## config.mk

```make
export PLATFORM = sky130hd
export DESIGN_NAME = rmf_queue
export DESIGN_NICKNAME = d
export VERILOG_FILES = /design/src/hw/rtl/rmf_pkg.sv /design/src/hw/rtl/rmf_queue.sv
export SDC_FILE = /design/constraint.sdc
export NUM_CORES = 1
export LEC_CHECK = 0
export BUFFER_PORTS_ARGS = -buffer_cell sky130_fd_sc_hd__buf_2
export CAP_MARGIN = 20
export CELL_PAD_IN_SITES_DETAIL_PLACEMENT = 0
export CELL_PAD_IN_SITES_GLOBAL_PLACEMENT = 1
export CORE_MARGIN = 2
export CORE_UTILIZATION = 47
export CTS_CLUSTER_DIAMETER = 40
export CTS_CLUSTER_SIZE = 40
export DETAILED_ROUTE_END_ITERATION = 16
export PLACE_DENSITY = 0.89
export SLEW_MARGIN = 5
export SYNTH_ARGS = -nofsm -noshare
export SYNTH_HDL_FRONTEND = slang
export SYNTH_SLANG_ARGS = --single-unit
```

## constraint.sdc

```tcl
create_clock -name clk_i -period 5.8 [get_ports clk_i]
set_clock_uncertainty 0.05 [all_clocks]
set_input_delay 0.29 -clock clk_i [delete_from_list [all_inputs] [get_ports clk_i]]
set_output_delay 0.29 -clock clk_i [all_outputs]
set_load 0.01 [all_outputs]
```

## src/hw/rtl/rmf_pkg.sv

```systemverilog
// Shared types and constants for the ratio and mutual match filter.
// No dependencies; every other file imports this package.
`default_nettype none

package rmf_pkg;

  localparam int unsigned IndexBits  = 10;
  localparam int unsigned DistBits   = 16;
  localparam int unsigned RatioBits  = 16;
  localparam int unsigned EntriesDef = 1024;

  localparam logic [RatioBits-1:0] RatioReset = 16'd42598;

  localparam logic [1:0] ActClear = 2'd0;
  localparam logic [1:0] ActLoad  = 2'd1;
  localparam logic [1:0] ActTest  = 2'd2;

  typedef enum logic [1:0] {
    OP_CLEAR  = 2'd0,
    OP_LOAD   = 2'd1,
    OP_SEARCH = 2'd2
  } cmd_op_e;

  typedef struct packed {
    logic [1:0]           action;
    logic [IndexBits-1:0] query_index;
    logic [IndexBits-1:0] train_index;
    logic [DistBits-1:0]  best_distance;
    logic [DistBits-1:0]  second_distance;
    logic                 has_second;
  } in_item_t;

  typedef struct packed {
    logic [IndexBits-1:0] kept_query;
    logic [IndexBits-1:0] kept_train;
    logic [DistBits-1:0]  kept_distance;
  } out_item_t;

  typedef struct packed {
    cmd_op_e              op;
    logic [IndexBits-1:0] query;
    logic [IndexBits-1:0] train;
    logic [DistBits-1:0]  distance;
  } cmd_t;

endpackage

`default_nettype wire

```

## src/hw/rtl/rmf_queue.sv

```systemverilog
// Two-entry command queue between front end and back end.
// Depends on rmf_pkg.
`default_nettype none

module rmf_queue
  import rmf_pkg::*;
(
  input  wire logic clk_i,
  input  wire logic rst_ni,
  input  wire logic push_i,
  input  wire cmd_t cmd_i,
  output      logic full_o,
  input  wire logic pop_i,
  output      logic valid_o,
  output      cmd_t cmd_o
);

  cmd_t       slot_q [2];
  logic       wr_ptr_q, wr_ptr_d;
  logic       rd_ptr_q, rd_ptr_d;
  logic [1:0] count_q, count_d;
  logic       do_push, do_pop;

  assign full_o  = (count_q == 2'd2);
  assign valid_o = (count_q != 2'd0);
  assign cmd_o   = slot_q[rd_ptr_q];
  assign do_push = push_i && !full_o;
  assign do_pop  = pop_i && valid_o;

  always_comb begin
    wr_ptr_d = wr_ptr_q ^ do_push;
    rd_ptr_d = rd_ptr_q ^ do_pop;
    count_d  = count_q + {1'b0, do_push} - {1'b0, do_pop};
  end

  always_ff @(posedge clk_i or negedge rst_ni) begin
    if (!rst_ni) begin
      wr_ptr_q <= 1'b0;
      rd_ptr_q <= 1'b0;
      count_q  <= 2'd0;
    end else begin
      wr_ptr_q <= wr_ptr_d;
      rd_ptr_q <= rd_ptr_d;
      count_q  <= count_d;
    end
  end

  always_ff @(posedge clk_i) begin
    if (do_push) begin
      slot_q[wr_ptr_q] <= cmd_i;
    end
  end

endmodule

`default_nettype wire

```

==> results of run 1 <==
[state kept, by name, indices dropped and copies added (netlist names)]
signal and cells:
slot_q 76, count_q 2, rd_ptr_q 1, wr_ptr_q 1
[power by group through the flow]
stage / clock [µW] / combinational [µW] / sequential [µW]
6_report: 479 / 510 / 884
3_3_place_gp: 0 / 509 / 894
3_5_place_dp: 0 / 519 / 899
5_1_grt: 511 / 553 / 903
4_1_cts: 489 / 522 / 887
2_1_floorplan: 0 / 407 / 833
[cell usage after synthesis, types with 2 or more instances]
cell / n / share of area (%)
buf_4: 2 / 0.50
xnor2_1: 2 / 0.58
dfrtp_1: 4 / 3.3
inv_1: 4 / 0.50
ha_1: 4 / 1.7
edfxtp_1: 76 / 76
mux2_2: 28 / 10
mux2_4: 10 / 5.0
[worst paths after layout]
path / endpoint / slack (ns)
worst max-delay path: cmd_o[35] / 3.54
worst min-delay path: slot_q[0][16]$_DFFE_PP_ / 0.09
worst max register to register: slot_q[0][18]$_DFFE_PP_ / 3.80
worst min register to register: count_q[1]$_DFF_PN0_ / 0.48
max in group asynchronous: rd_ptr_q$_DFF_PN0_ / 5.33
min in group asynchronous: count_q[1]$_DFF_PN0_ / 0.23
[cell families after synthesis]
| family | count (synthesis) |
|---|---|
| AND/OR/NAND/NOR | 4 |
| multiplexers | 38 |
| AO/OA/AOI/OAI | 1 |
| XOR/XNOR | 3 |
| flip-flops | 80 |
| buffers and inverters | 8 |
| adder cells (fa/ha/maj) | 4 |
[routing by layer]
metal / wire length [µm] / vias up / global-route usage (%)
li1: - / 711 / -
met1: 2070 / 702 / 15.9
met5: 0 / - / 0
met4: 67 / 0 / 6.16
met3: 365 / 8 / 6.03
met2: 2230 / 67 / 22.5
[repair_timing]
action                                 in CTS  in global routing
endpoints found under the hold margin       4                  0
hold buffers                                1                  0
gates resized for setup                     0                  0
[metrics by stage]
stage	instance area [µm²]	cells	hold WS (ns)	utilization, %	total power (µW)
after floorplan	3010	138	-0.0556	-	1240
after global placement	3480	292	0.0517	55.4	1400
after detailed placement	3480	292	0.0542	55.4	1420
after CTS	3730	309	0.0718	59.4	1900
after global routing	3730	309	0.0722	59.4	1970
final	3730	309	0.0879	59.4	1870
[worst max-delay path, cell delays in order, from the launching register on]
cell     delay, ns
dfrtp_2       0.98
mux2_2        0.43
buf_2         0.14
[cell type report]
cell class / count / area [µm²]
multi-input cells: 50 / 577
clock inverters: 3 / 90.1
clock buffers: 13 / 149
inverters: 4 / 15.0
repair buffers: 82 / 415
flip-flops and latches: 80 / 2380
well taps: 77 / 96.3
fillers: 464 / 2550
==> out/qor.csv, run 1 <==
metric,value,unit
status,finished clean,
finalHoldViolCount,0,
drive_above_1_share,58.6,%
cp-startpoint,rd_ptr_q$_DFF_PN0_,
setup_violations,0,
reg2reg_from,count_q[1]$_DFF_PN0_,
muxShareOfSynthArea,15.5,%
hp-start,cmd_i[16],
crit_type,register to primary output,
worstSetupEndpointType,primary output,
final_common_cell,buf_2,
tightest_slew,0.944,ns
htree_num_levels,3,
die_x,84.0,µm
rr_worst_depth,3,
grt_pass1_vias,1622,
hp-class,primary input to register,
synth_adder_area_share,1.66,%
io_buffers,81,
grt_pass1_wl,7320,µm
areaGrowthSynthToFinish,23.8,%
ir_drop,0.281,mV
num_io_pins,82,
critPathArrivalTime,1.92,ns
postCtsSetupBuffers,0,
path_max_fanout,39,
cts_max_path_buffers,2,
wirelength,4730,µm
clockPowerShare,25.6,%
antenna_found_initial,0,
viasPerCell,4.82,
synth_compound_area_share,0.249,%
die-area,7060,µm²
start_util,48.0,%
max_cap_violations,0,
rsz0062_at_grt,false,
synth_flop_cell,edfxtp_1,
power_frac_seq,47.2,%
synth_cells,138,
antenna_left,0,
fin_crit,2.26,ns
synthSimpleGateAreaFrac,0.748,%
rows,29,
synth_edf_count,76,
grt_max_degree,40,
cp.required,5.46,ns
drc_errors,0,
grt_use_total,13.8,%
cts_buffers,9,
avgSynthCellArea,21.8,µm²
place_hpwl,2980,µm
layout_common_cells,"81 x buf_2, 76 x edfxtp_1, 28 x mux2_2",
synth.cell_area,3010,µm²
gp_congestion,0.721,
whs_path_depth,1,
finalSetupTns,0,ns
power.share.combinational,27.2,%
p_sw,509,µW
powerDensity,503,nW/µm²
overflow,0,
clock-sinks,80,
dp_slack,3.78,ns
drv_slew,0,
drt_iter0_drc,62,
ys_ff_latch,80,
yosys.area_share.xor_xnor,0.873,%
synth_seq_area_share,79.1,%
startpoint_type,register,
p_leak,0.00146,µW
antennaDiodeCount,0,
clk_pin_slew_worst_paths,0.08,ns
via_count,1488,
synth_cell_type_count,16,
cts_tree,built,
die-height,84.0,µm
firstDrtPassIters,4,
max_slew_margin,37.1,%
synthesis.nets,184,
p_int,1360,µW
ys_async_sr_fraction,5.00,%
period_share,39.0,%
insertion_delay,0.34,ns
yosysWarnings,0,
layout.nets,273,
wl_per_cell,15.3,µm
power_switching_share,27.2,%
max_freq,0.443,GHz
layout_setup_ws,3.54,ns
synth_top_family_by_area,multiplexers,
coreArea,6280,µm²
cts_root_buf,clkbuf_8,
Note: power is estimated with default switching activity, not from simulation.
==> inputs of run 2 (changes only) <==
- CORE_UTILIZATION: 47 -> 39
- PLACE_DENSITY: 0.89 -> 0.79
- clock period: 5.8 -> 2.05 ns (I/O delays scaled with it)
==> out/qor.csv, run 2 (synthesized netlist as in run 1, its figures left out) <==
metric,value,unit,change
die_x,91.9,µm,+9.3%
grt_use_total,12.6,%,-1.3 points
p_leak,0.00162,µW,+11%
cts_resized,0,,unchanged
setup_violations,0,,unchanged
grt_pass1_wl,7810,µm,+6.7%
coreArea,7610,µm²,+21%
viasPerCell,4.36,,-9.5%
rr_worst_depth,6,,+3
drive_above_1_share,52.5,%,-6.1 points
tightest_slew,0.363,ns,-0.581 ns
die-area,8440,µm²,+19%
htree_num_levels,3,,unchanged
max_slew_margin,75.8,%,+39 points
die-height,91.9,µm,+9.3%
clock-sinks,80,,unchanged
crit_type,register to primary output,,
areaGrowthSynthToFinish,37.7,%,
place_hpwl,3310,µm,+11%
path_max_fanout,23,,-41%
grt_max_degree,29,,-28%
io_buffers,81,,unchanged
status,finished clean,,
startpoint_type,register,,
antenna_left,0,,unchanged
drt_iter0_drc,66,,+6.5%
wl_per_cell,13.5,µm,-12%
reg2reg_from,count_q[1]$_DFF_PN0_,,
worstSetupEndpointType,primary output,,
max_freq,0.577,GHz,
max_cap_violations,0,,unchanged
grt_pass1_vias,1675,,+3.3%
firstDrtPassIters,4,,unchanged
clk_pin_slew_worst_paths,0.08,ns,about the same
overflow,0,,unchanged
cts_buffers,9,,unchanged
hold_buffers,39,,+38
layout.nets,317,,+16%
start_util,39.6,%,-8.4 points
insertion_delay,0.34,ns,about the same
largest_reg_flops,76,,unchanged
r2r_slack,0.45,ns,-3.35 ns
layout_common_cells,"81 x buf_2, 76 x edfxtp_1, 39 x dlygate4sd3_1",,
hp-class,primary input to asynchronous set/reset pin,,
ir_drop,0.675,mV,+140%
cp.required,1.90,ns,-3.56 ns
fin_area,4150,µm²,+11%
final_common_cell,buf_2,,
dpl_cell_area,3580,µm²,+2.9%
nFillCells,640,,+38%
rsz0062_at_grt,false,,
drv_slew,0,,unchanged
rr_endpoint,count_q[1]$_DFF_PN0_,,
wirelength,5100,µm,+7.8%
drc_errors,0,,unchanged
postCtsSetupBuffers,0,,unchanged
num_io_pins,82,,unchanged
antennaDiodeCount,0,,unchanged
gp_congestion,0.666,,-7.5%
via_count,1647,,+11%
fin_crit,1.73,ns,
cts_max_path_buffers,2,,unchanged
cts_tree,built,,
period_share,84.5,%,
fin_hold_ws,0.0291,ns,-0.0588 ns
top_regs,"slot_q x76, count_q x2",,
finalHoldViolCount,0,,unchanged
critPathArrivalTime,1.58,ns,-0.34 ns
powerDensity,1230,nW/µm²,+150%
regMostFlops,slot_q,,
rows,32,,+10%
cts_root_buf,clkbuf_8,,
antenna_found_initial,0,,unchanged
[run 2: changes by cell type in the layout (fill, tap and decap cells not counted)]
cell and change:
bufinv_16 -3, clkinv_2 +1, dlygate4sd3_1 +38, inv_6 +3, buf_4 +4, clkinvlp_4 +3, buf_12 +2, clkbuf_8 -1
clkbuf_1 -3
[run 2: through the flow]
step / setup WS, ns / std cells / utilization, % / setup TNS (ns) / total power, µW
after global routing: 0.247 / 378 / 54.5 / 0 / 5410
after CTS: 0.285 / 378 / 54.5 / 0 / 5200
after global placement: 0.539 / 323 / 47.0 / 0 / 4070
after floorplan: -0.00918 / 138 / - / -0.697 / 3510
final: 0.318 / 378 / 54.5 / 0 / 5120
after detailed placement: 0.446 / 323 / 47.0 / 0 / 4120
[run 2: layout make-up]
| cell class | count | area (µm²) | area share, % |
|---|---|---|---|
| sequential | 80 | 2380 | 57.5 |
| timing repair buffer | 126 | 866 | 20.9 |
| multi-input combinational | 50 | 577 | 13.9 |
| tap | 102 | 128 | 3.08 |
| clock buffer | 9 | 124 | 2.99 |
| clock inverter | 7 | 53.8 | 1.30 |
| inverter | 4 | 15.0 | 0.362 |
[run 2: critical path: stages, from the launching register on]
cell	delay, ns
dfrtp_2	0.36
buf_4	0.33
mux2_2	0.39
buf_2	0.14
[run 2: metal layers]
layer	part of all wire [%]	GRT usage [%]	vias to the layer above	wire (µm)
met1	42	14.7	789	2160
met2	50	20.8	52	2540
met5	0	0	-	0
met3	6.4	5.18	10	325
li1	-	-	796	-
met4	1.4	4.85	0	70
[run 2: power by group]
group	switching, µW	internal, µW	total [µW]	leakage, µW
Combinational	875	892	1770	0.000784
Sequential	95.3	2240	2330	0.000751
Clock	569	449	1020	0.0000827
[run 2: how the worst max path moves through the flow]
stage | start | end | slack (ns)
3_3_place_gp | count_q[1]$_DFF_PN0_ | count_q[1]$_DFF_PN0_ | 0.54
6_report | rd_ptr_q$_DFF_PN0_ | cmd_o[33] | 0.32
5_1_grt | rd_ptr_q$_DFF_PN0_ | cmd_o[33] | 0.25
4_1_cts | rd_ptr_q$_DFF_PN0_ | cmd_o[33] | 0.29
3_5_place_dp | count_q[1]$_DFF_PN0_ | count_q[1]$_DFF_PN0_ | 0.45
2_1_floorplan | count_q[1]$_DFF_PN0_ | slot_q[1][0]$_DFFE_PP_ | -0.009
