File: src/hw/rtl/rmf_pkg.sv
// Shared types and constants for the ratio and mutual match filter.
// No dependencies; every other file imports this package.
`default_nettype none

package rmf_pkg;

  localparam int unsigned IndexBits  = 10;
  localparam int unsigned DistBits   = 16;
  localparam int unsigned RatioBits  = 16;
  localparam int unsigned EntriesDef = 1024;

  localparam logic [RatioBits-1:0] RatioReset = 16'd42598;

  localparam logic [1:0] ActClear = 2'd0;
  localparam logic [1:0] ActLoad  = 2'd1;
  localparam logic [1:0] ActTest  = 2'd2;

  typedef enum logic [1:0] {
    OP_CLEAR  = 2'd0,
    OP_LOAD   = 2'd1,
    OP_SEARCH = 2'd2
  } cmd_op_e;

  typedef struct packed {
    logic [1:0]           action;
    logic [IndexBits-1:0] query_index;
    logic [IndexBits-1:0] train_index;
    logic [DistBits-1:0]  best_distance;
    logic [DistBits-1:0]  second_distance;
    logic                 has_second;
  } in_item_t;

  typedef struct packed {
    logic [IndexBits-1:0] kept_query;
    logic [IndexBits-1:0] kept_train;
    logic [DistBits-1:0]  kept_distance;
  } out_item_t;

  typedef struct packed {
    cmd_op_e              op;
    logic [IndexBits-1:0] query;
    logic [IndexBits-1:0] train;
    logic [DistBits-1:0]  distance;
  } cmd_t;

endpackage

`default_nettype wire

File: src/hw/rtl/rmf_front.sv
// Front end: accepts requests, applies the ratio test and classifies them.
// Depends on rmf_pkg; feeds rmf_queue.
`default_nettype none

module rmf_front
  import rmf_pkg::*;
(
  input  wire logic                 clk_i,
  input  wire logic                 rst_ni,
  input  wire logic                 cfg_we_i,
  input  wire logic [RatioBits-1:0] cfg_wdata_i,
  input  wire logic                 in_valid_i,
  output      logic                 in_stall_o,
  input  wire in_item_t             in_item_i,
  input  wire logic                 q_full_i,
  output      logic                 q_push_o,
  output      cmd_t                 q_cmd_o
);

  logic [RatioBits-1:0] ratio_q, ratio_d;
  logic [31:0]          prod;
  logic [31:0]          best_sh;
  logic                 ratio_ok;
  logic                 accept;

  always_comb begin
    ratio_d = ratio_q;
    if (cfg_we_i) begin
      ratio_d = cfg_wdata_i;
    end
  end

  always_ff @(posedge clk_i or negedge rst_ni) begin
    if (!rst_ni) begin
      ratio_q <= RatioReset;
    end else begin
      ratio_q <= ratio_d;
    end
  end

  assign prod     = {16'b0, ratio_q} * {{(32 - DistBits){1'b0}}, in_item_i.second_distance};
  assign best_sh  = {in_item_i.best_distance, 16'b0};
  assign ratio_ok = in_item_i.has_second && (best_sh <= prod);

  assign in_stall_o = q_full_i;
  assign accept     = in_valid_i && !q_full_i;

  always_comb begin
    q_push_o         = 1'b0;
    q_cmd_o.op       = OP_CLEAR;
    q_cmd_o.query    = in_item_i.query_index;
    q_cmd_o.train    = in_item_i.train_index;
    q_cmd_o.distance = in_item_i.best_distance;
    unique case (in_item_i.action)
      ActClear: begin
        q_push_o   = accept;
        q_cmd_o.op = OP_CLEAR;
      end
      ActLoad: begin
        q_push_o   = accept && ratio_ok;
        q_cmd_o.op = OP_LOAD;
      end
      ActTest: begin
        q_push_o   = accept && ratio_ok;
        q_cmd_o.op = OP_SEARCH;
      end
      default: begin
        q_push_o = 1'b0;
      end
    endcase
  end

endmodule

`default_nettype wire

File: config.mk
export PLATFORM = sky130hd
export DESIGN_NAME = rmf_front
export DESIGN_NICKNAME = d
export VERILOG_FILES = /design/src/hw/rtl/rmf_pkg.sv /design/src/hw/rtl/rmf_front.sv
export SDC_FILE = /design/constraint.sdc
export NUM_CORES = 1
export LEC_CHECK = 0
export BUFFER_PORTS_ARGS = -buffer_cell sky130_fd_sc_hd__buf_2
export CORE_MARGIN = 1
export CORE_UTILIZATION = 25
export CTS_CLUSTER_DIAMETER = 40
export CTS_CLUSTER_SIZE = 14
export DETAILED_ROUTE_END_ITERATION = 10
export GPL_TIMING_DRIVEN = 1
export REMOVE_ABC_BUFFERS = 1
export SLEW_MARGIN = 20
export SYNTH_ARGS = -nofsm -noshare
export SYNTH_HDL_FRONTEND = slang
export SYNTH_SLANG_ARGS = --single-unit
File: constraint.sdc
create_clock -name clk_i -period 12.9 [get_ports clk_i]
set_clock_uncertainty 0.15 [all_clocks]
set_input_delay 1.29 -clock clk_i [delete_from_list [all_inputs] [get_ports clk_i]]
set_output_delay 1.29 -clock clk_i [all_outputs]
set_load 0.01 [all_outputs]
==> qor.yml, run 1 <==
run_status: "finished, final reports clean"
syn-instance-count: 1094
yosysUniqueCellTypes: 59
grt_pass1_vias: 7672
ys_warn_count: 0
critPathMaxFanout: 16
antenna_found_initial: 4
drv_cap: 0
finalCritPeriodShare: 0.802
synth.yosys.seq_area_share: 0.0421
slew_headroom: 0.425
cp-end-kind: "output pin"
rsz0062_at_grt: "no"
fp.dieW_microns: 200
setup_viol: 0
drive_above_1_share: 0.0998
overflow: 0
grt_pass1_wl_mm: 40.6
place_congestion: 0.889
tns_ns: 0
cts_buffers: 3
hold_path_class: "flop to flop"
hold_viol: 0
critical_path.max_stage_delay_ns: 0.57
cp-start-kind: "input port"
numPortBuffers: 75
first_pass_iters: 5
synthArstFlopShare: 1.00
critical_path_class: "input port to output pin"
cts_resized: 0
core_area_sq_um: 38000
clock.fmax_mhz: 96.7
largest_reg_flops: 16
ios: 116
final.min_clock_period_ns: 10.34
largestRegisters: "ratio_q: 16 flops"
vias_per_cell: 4.45
htreeDepth: 1
grt_max_degree: 18
fin_nets: 1497
gr-usage-all-layers: 0.130
vias: 7179
die_h_microns: 200
synth_seq_cells: 16
cts_tree: "built"
cp.arrival_ns: 8.90
tightest_slew_ns: 0.863
largest-register: "ratio_q"
cts.clk_slew.worst_paths_ns: 0.05
clk_latency_ns: 0.24
synth-edff-count: 0
drt_iter0_markers: 262
required_ns: 11.46
cts-hold-fix-buffers: 0
synth_ff_type: "dfstp_2"
cts.sinks: 16
root_buffer: "clkbuf_16"
fp.dieArea_sq_um: 39800
hpwl_mm: 20.6
routed_wl_mm: 24.7
synth_area_sq_um: 9760
rows: 71
drc: 0
wire_per_inst_microns: 15.3
cp_slowest_cell: "fa_1"
ant_nets: 0
initial_core_util: 0.257
syn_area_per_cell_sq_um: 8.92
cp_common_cell: "fa_1"
syn2layout_area_growth_pct: 7.21
maxSlewViolCount: 0
clk_path_buf_depth: 2
cts_setup_buffers: 0
-- metal layers --
metal / up-vias / GRT usage / wire (microns)
li1: 3314 / - / -
met1: 3649 / 0.180 / 11400
met2: 193 / 0.218 / 11800
met3: 19 / 0.0182 / 1320
met4: 4 / 0.0141 / 195
met5: - / 0 / 21
-- metrics by stage --
stage          instance area (sq um)  hold WS (ns)  instances  worst slack [ns]   util
2_1_floorplan                   9350         0.519       1023              3.78      -
3_3_place_gp                   10400         0.630       1609              2.63  0.273
3_5_place_dp                   10400         0.633       1609              2.51  0.273
4_1_cts                        10500         0.641       1613              2.48  0.275
5_1_grt                        10500         0.658       1614              2.04  0.275
6_report                       10500         0.644       1615              2.56  0.275
-- cell families (layout without fill, tap and decap cells) --
group	Yosys count	after routing	share of synthesized area
AOI/OAI and AO/OA	88	88	0.0650
muxes	18	18	0.0206
DFF	16	16	0.0421
xor gates and xnor gates	22	22	0.0198
other	0	2	0
buffers and inverters	313	321	0.135
and+or+nand+nor	319	319	0.161
adders and majority gates	318	318	0.557
-- critical path, delay by kind of cell --
family                     cells  cell delay (ns)
xor gates and xnor gates       1             0.16
and+or+nand+nor               10             1.91
adders and majority gates      8             3.61
AOI/OAI and AO/OA              6             1.20
buffers and inverters          7             0.70
-- Yosys cell counts (all sizes together), types with 4 or more instances --
cell    count  share of area
inv       242          0.093
fa        194           0.40
nand2     158          0.061
ha        124           0.16
and2      118          0.076
buf        38          0.029
clkbuf     33          0.013
a21oi      19          0.010
mux2       17          0.020
a21o       16          0.012
o21ai      15         0.0081
xnor2      13          0.012
nor2       11         0.0042
xor2        9         0.0081
dfrtp       8          0.021
dfstp       8          0.022
nand3       6         0.0031
a31oi       4         0.0041
and3        4         0.0026
nor3        4         0.0021
o21bai      4         0.0031
-- cell type report --
type	instances	area, sq um
Sequential cell	16	410
Fill cell	4104	27600
Timing Repair Buffer	75	375
Multi-Input combinational cell	765	8030
Inverter	242	908
Clock buffer	4	88.8
Antenna cell	2	5.00
Tap cell	511	639
-- worst paths after layout --
kind / from / depth (start not counted) / end / slack (ns)
max: in_item_i[8] / 32 / q_push_o / 2.56
min: ratio_q[1] / 1 / ratio_q[1] / 0.64
max reg2reg: ratio_q[7] / 1 / ratio_q[7] / 11.50
min reg2reg: ratio_q[1] / 1 / ratio_q[1] / 0.64
max in group asynchronous: rst_ni / 1 / ratio_q[10] / 11.50
min in group asynchronous: rst_ni / 1 / ratio_q[7] / 0.80
-- cells in the final DEF (no fill, tap or decap), types with 6 or more instances in the layout --
master   synthesis  layout
inv_1          242     242
nand2_1        158     158
mux2_2          16      16
o21ai_0         11      11
dfstp_2          8       8
nor2_1          11      11
a21o_1          16      16
xnor2_1         13      13
ha_1           124     124
xor2_1           9       9
fa_1           194     194
a21oi_1         18      18
dfrtp_1          8       8
nand3_1          6       6
and2_1         118     118
buf_2            0      75
Power of run 1 is left out: the tool's default activity adds up to more than one toggle a clock period on the data nets, which glitch-free logic cannot reach.
==> run 2: changes to the inputs <==
Clock period 12.9 ns to 8.82 ns, I/O delays scaled along.
==> run 2 against run 1 <==
Non-clock buffer count increased by 108. Via count rose by 5.6%. Count of clock-buffer cells in the layout unchanged. Register-to-register slack got worse by 4.0 ns. Critical path depth did not move. Critical endpoint unchanged. Worst hold slack got worse by 0.25 ns.
==> qor.yml, run 2 (synthesized netlist as in run 1, its figures left out) <==
run_status: "finished, final reports clean"
largest_reg_flops: 16
critical_path_class: "input port to output pin"
cts-hold-fix-buffers: 0
ant_nets: 0
htreeDepth: 1
rr_startpoint: "ratio_q[7]"
vias: 7580
final_common_cell: "inv_1"
initial_core_util: 0.257
critical_path.max_stage_delay_ns: 0.59
stdcell_count: 1721
fp.dieArea_sq_um: 39800
grt_pass1_vias: 8238
hold_path_class: "input port to async pin"
drc: 0
routed_wl_mm: 24.8
cp_common_cell: "fa_1"
layout_common_cells: "230 x inv_1, 187 x fa_1, 153 x nand2_1"
largestRegisters: "ratio_q: 16 flops"
rows: 71
drt_iter0_markers: 267
cp-startpoint: "in_item_i[2]"
cp.arrival_ns: 7.68
cts_tree: "built"
cp_slowest_cell: "fa_2"
grt_max_degree: 18
fp.dieW_microns: 200
critPathMaxFanout: 8
wire_per_inst_microns: 14.4
grt_pass1_wl_mm: 41.5
first_pass_iters: 5
post_dp_cell_area_sq_um: 11100
die_h_microns: 200
overflow: 0
ios: 116
syn2layout_area_growth_pct: 20.8
place_inst: 1699
cts_buffers: 3
cp-start-kind: "input port"
cts.sinks: 16
clk_latency_ns: 0.24
required_ns: 7.79
n_fill_cell: 4021
cp-end-kind: "output pin"
vias_per_cell: 4.40
maxSlewViolCount: 0
clk_path_buf_depth: 2
cts.clk_slew.worst_paths_ns: 0.05
tightest_slew_ns: 0.587
numPortBuffers: 75
fin_nets: 1605
place_congestion: 0.853
antenna_found_initial: 0
n_antenna_cell: 0
finalCritPeriodShare: 0.988
hpwl_mm: 21.3
rsz0062_at_grt: "yes"
hold_viol: 0
fin_area_sq_um: 11800
slew_headroom: 0.605
setup_viol: 0
drv_cap: 0
final.min_clock_period_ns: 8.71
root_buffer: "clkbuf_16"
drive_above_1_share: 0.240
largest-register: "ratio_q"
clock.fmax_mhz: 115
gr-usage-all-layers: 0.130
core_area_sq_um: 38000
## run 2: final cells by class
type	count	area (sq um)	share of cell area
Clock buffer	4	88.8	0.00754
Inverter	242	908	0.0771
Multi-Input combinational cell	765	8400	0.713
Sequential cell	16	422	0.0358
Tap cell	511	639	0.0542
Timing Repair Buffer	183	1330	0.113
## run 2: per-stage QoR
stage,setup slack [ns],hold WS [ns],util,TNS [ns]
6_report,0.110,0.391,0.310,0
5_1_grt,-0.222,0.409,0.310,-0.222
3_3_place_gp,-0.255,0.521,0.292,-0.255
4_1_cts,-0.00201,0.401,0.303,-0.00201
2_1_floorplan,0.518,0.436,-,0
3_5_place_dp,-0.387,0.528,0.292,-0.387
## run 2: path summary, 6_finish.rpt
| check | cells after the start | slack (ns) | to |
|---|---|---|---|
| setup / recovery | 32 | 0.11 | q_push_o |
| hold / removal | 1 | 0.39 | ratio_q[8] |
| setup reg to reg | 2 | 7.49 | ratio_q[7] |
| hold reg to reg | 1 | 0.52 | ratio_q[10] |
| max in group asynchronous | 1 | 7.83 | ratio_q[13] |
| min in group clk_i | 1 | 0.52 | ratio_q[10] |
## run 2: repair_timing
item | in CTS | in global routing
setup endpoints to repair | 1 | 1
pin swaps | 45 | 66
cloned | 0 | 0
resized for setup | 67 | 47
setup buffers | 11 | 8
## run 2: metal layers
layer	global-route usage	part of all wire
met5	0	0
met3	0.0103	0.040
met1	0.176	0.45
met4	0.0184	0.012
met2	0.230	0.50
## run 2: critical path, delay by kind of cell
| kind | cells | cell delay, ns |
|---|---|---|
| xor+xnor | 1 | 0.08 |
| compound gates | 9 | 1.32 |
| simple gates | 7 | 1.00 |
| fa+ha+maj | 8 | 3.65 |
| buf+inv | 7 | 0.71 |
Power of run 2 is left out for the same reason.
==> run 3: changes to the inputs <==
Settings changed: CORE_MARGIN 1 to 2, CORE_UTILIZATION 25 to 55, PLACE_DENSITY set to 0.79.
==> run 3 against run 2 <==
Sequential share of layout area increased by 0.21 points. Final area shrank 6.1%. First-iteration DRC count up 53%. Largest cell class unchanged.
==> qor.yml, run 3 (synthesized netlist as in run 1, its figures left out) <==
cts_buffers: 3
largest-register: "ratio_q"
cts.clk_slew.worst_paths_ns: 0.05
initial_core_util: 0.564
vias: 7570
overflow: 0
fp.dieArea_sq_um: 18800
cp.arrival_ns: 7.65
rows: 48
cts.sinks: 16
met1_length_mm: 9.33
die_h_microns: 137
critPathMaxFanout: 8
syn2layout_area_growth_pct: 13.4
clk_latency_ns: 0.24
run_status: "finished, final reports clean"
whs_ns: 0.391
finalCritPeriodShare: 0.984
fp.dieW_microns: 137
htreeDepth: 1
n_antenna_cell: 0
final.min_clock_period_ns: 8.68
crit_buf_inv: 7
core_area_sq_um: 17300
cp_slowest_cell: "fa_1"
hold_path_class: "input port to async pin"
drc: 0
grt_pass1_vias: 7998
cts-hold-fix-buffers: 0
routed_wl_mm: 23.4
final_common_cell: "inv_1"
first_pass_iters: 5
gr-usage-all-layers: 0.260
cp-start-kind: "input port"
critical_path.max_stage_delay_ns: 0.55
rsz0062_at_grt: "yes"
required_ns: 7.79
grt_max_degree: 18
ant_nets: 0
grt_pass1_wl_mm: 38.4
cp-end-kind: "output pin"
fin_nets: 1571
tightest_slew_ns: 0.720
cp_common_cell: "fa_1"
antenna_found_initial: 0
slew_headroom: 0.520
clk_path_buf_depth: 2
root_buffer: "clkbuf_16"
critical_path_class: "input port to output pin"
drt_iter0_markers: 409
wire_per_inst_microns: 16.7
clock.fmax_mhz: 115
wl_met3_mm: 1.67
maxUsedRoutingLayer: "met4"
maxSlewViolCount: 0
setup_viol: 0
numPortBuffers: 75
drive_above_1_share: 0.199
layout_common_cells: "240 x inv_1, 192 x fa_1, 153 x nand2_1"
hold_viol: 0
path_delay_family: "adder cells"
largest_reg_flops: 16
hpwl_mm: 19.8
wl_met2_mm: 12.0
vias_per_cell: 5.40
place_congestion: 0.881
largestRegisters: "ratio_q: 16 flops"
ios: 116
cts_tree: "built"
drv_cap: 0
-- run 3: worst paths after layout --
| path | startpoint | to | slack [ns] | depth (start not counted) |
|---|---|---|---|---|
| hold / removal | rst_ni | ratio_q[4] | 0.39 | 1 |
| setup / recovery | in_item_i[5] | q_push_o | 0.14 | 32 |
| max in group asynchronous | rst_ni | ratio_q[6] | 7.82 | 1 |
| setup reg to reg | ratio_q[3] | ratio_q[3] | 7.51 | 1 |
| min in group clk_i | ratio_q[15] | ratio_q[15] | 0.51 | 1 |
| hold reg to reg | ratio_q[15] | ratio_q[15] | 0.51 | 1 |
-- run 3: final cells by class --
cell class / count / area [sq um]
clock buffers: 4 / 88.8
fillers: 1373 / 6230
inverters: 242 / 908
multi-input cells: 765 / 8340
flip-flops and latches: 16 / 419
well taps: 225 / 282
repair buffers: 149 / 1030
-- run 3: stage by stage --
step / cell area [sq um] / setup TNS, ns / std cells / utilization / setup slack (ns)
floorplan: 9350 / 0 / 1023 / - / 0.518
global placement: 10600 / -0.0695 / 1389 / 0.611 / -0.0695
detailed placement: 10600 / -0.265 / 1389 / 0.611 / -0.265
CTS: 10800 / 0 / 1393 / 0.624 / 0.00964
global route: 11100 / -0.202 / 1401 / 0.640 / -0.202
finish: 11100 / 0 / 1401 / 0.640 / 0.138
-- run 3: repair_timing --
item                                   in CTS  in global routing
setup buffers                               0                  8
pin swaps                                  16                 52
endpoints found under the hold margin       0                  0
resized for setup                          31                 47
setup endpoints to repair                   1                  1
-- run 3: metal layers --
| layer | vias to the layer above | track usage |
|---|---|---|
| met5 | - | 0 |
| met4 | 0 | 0.0401 |
| met3 | 31 | 0.0361 |
| met2 | 273 | 0.470 |
| met1 | 3817 | 0.340 |
| li1 | 3449 | - |
Power of run 3 is left out for the same reason.
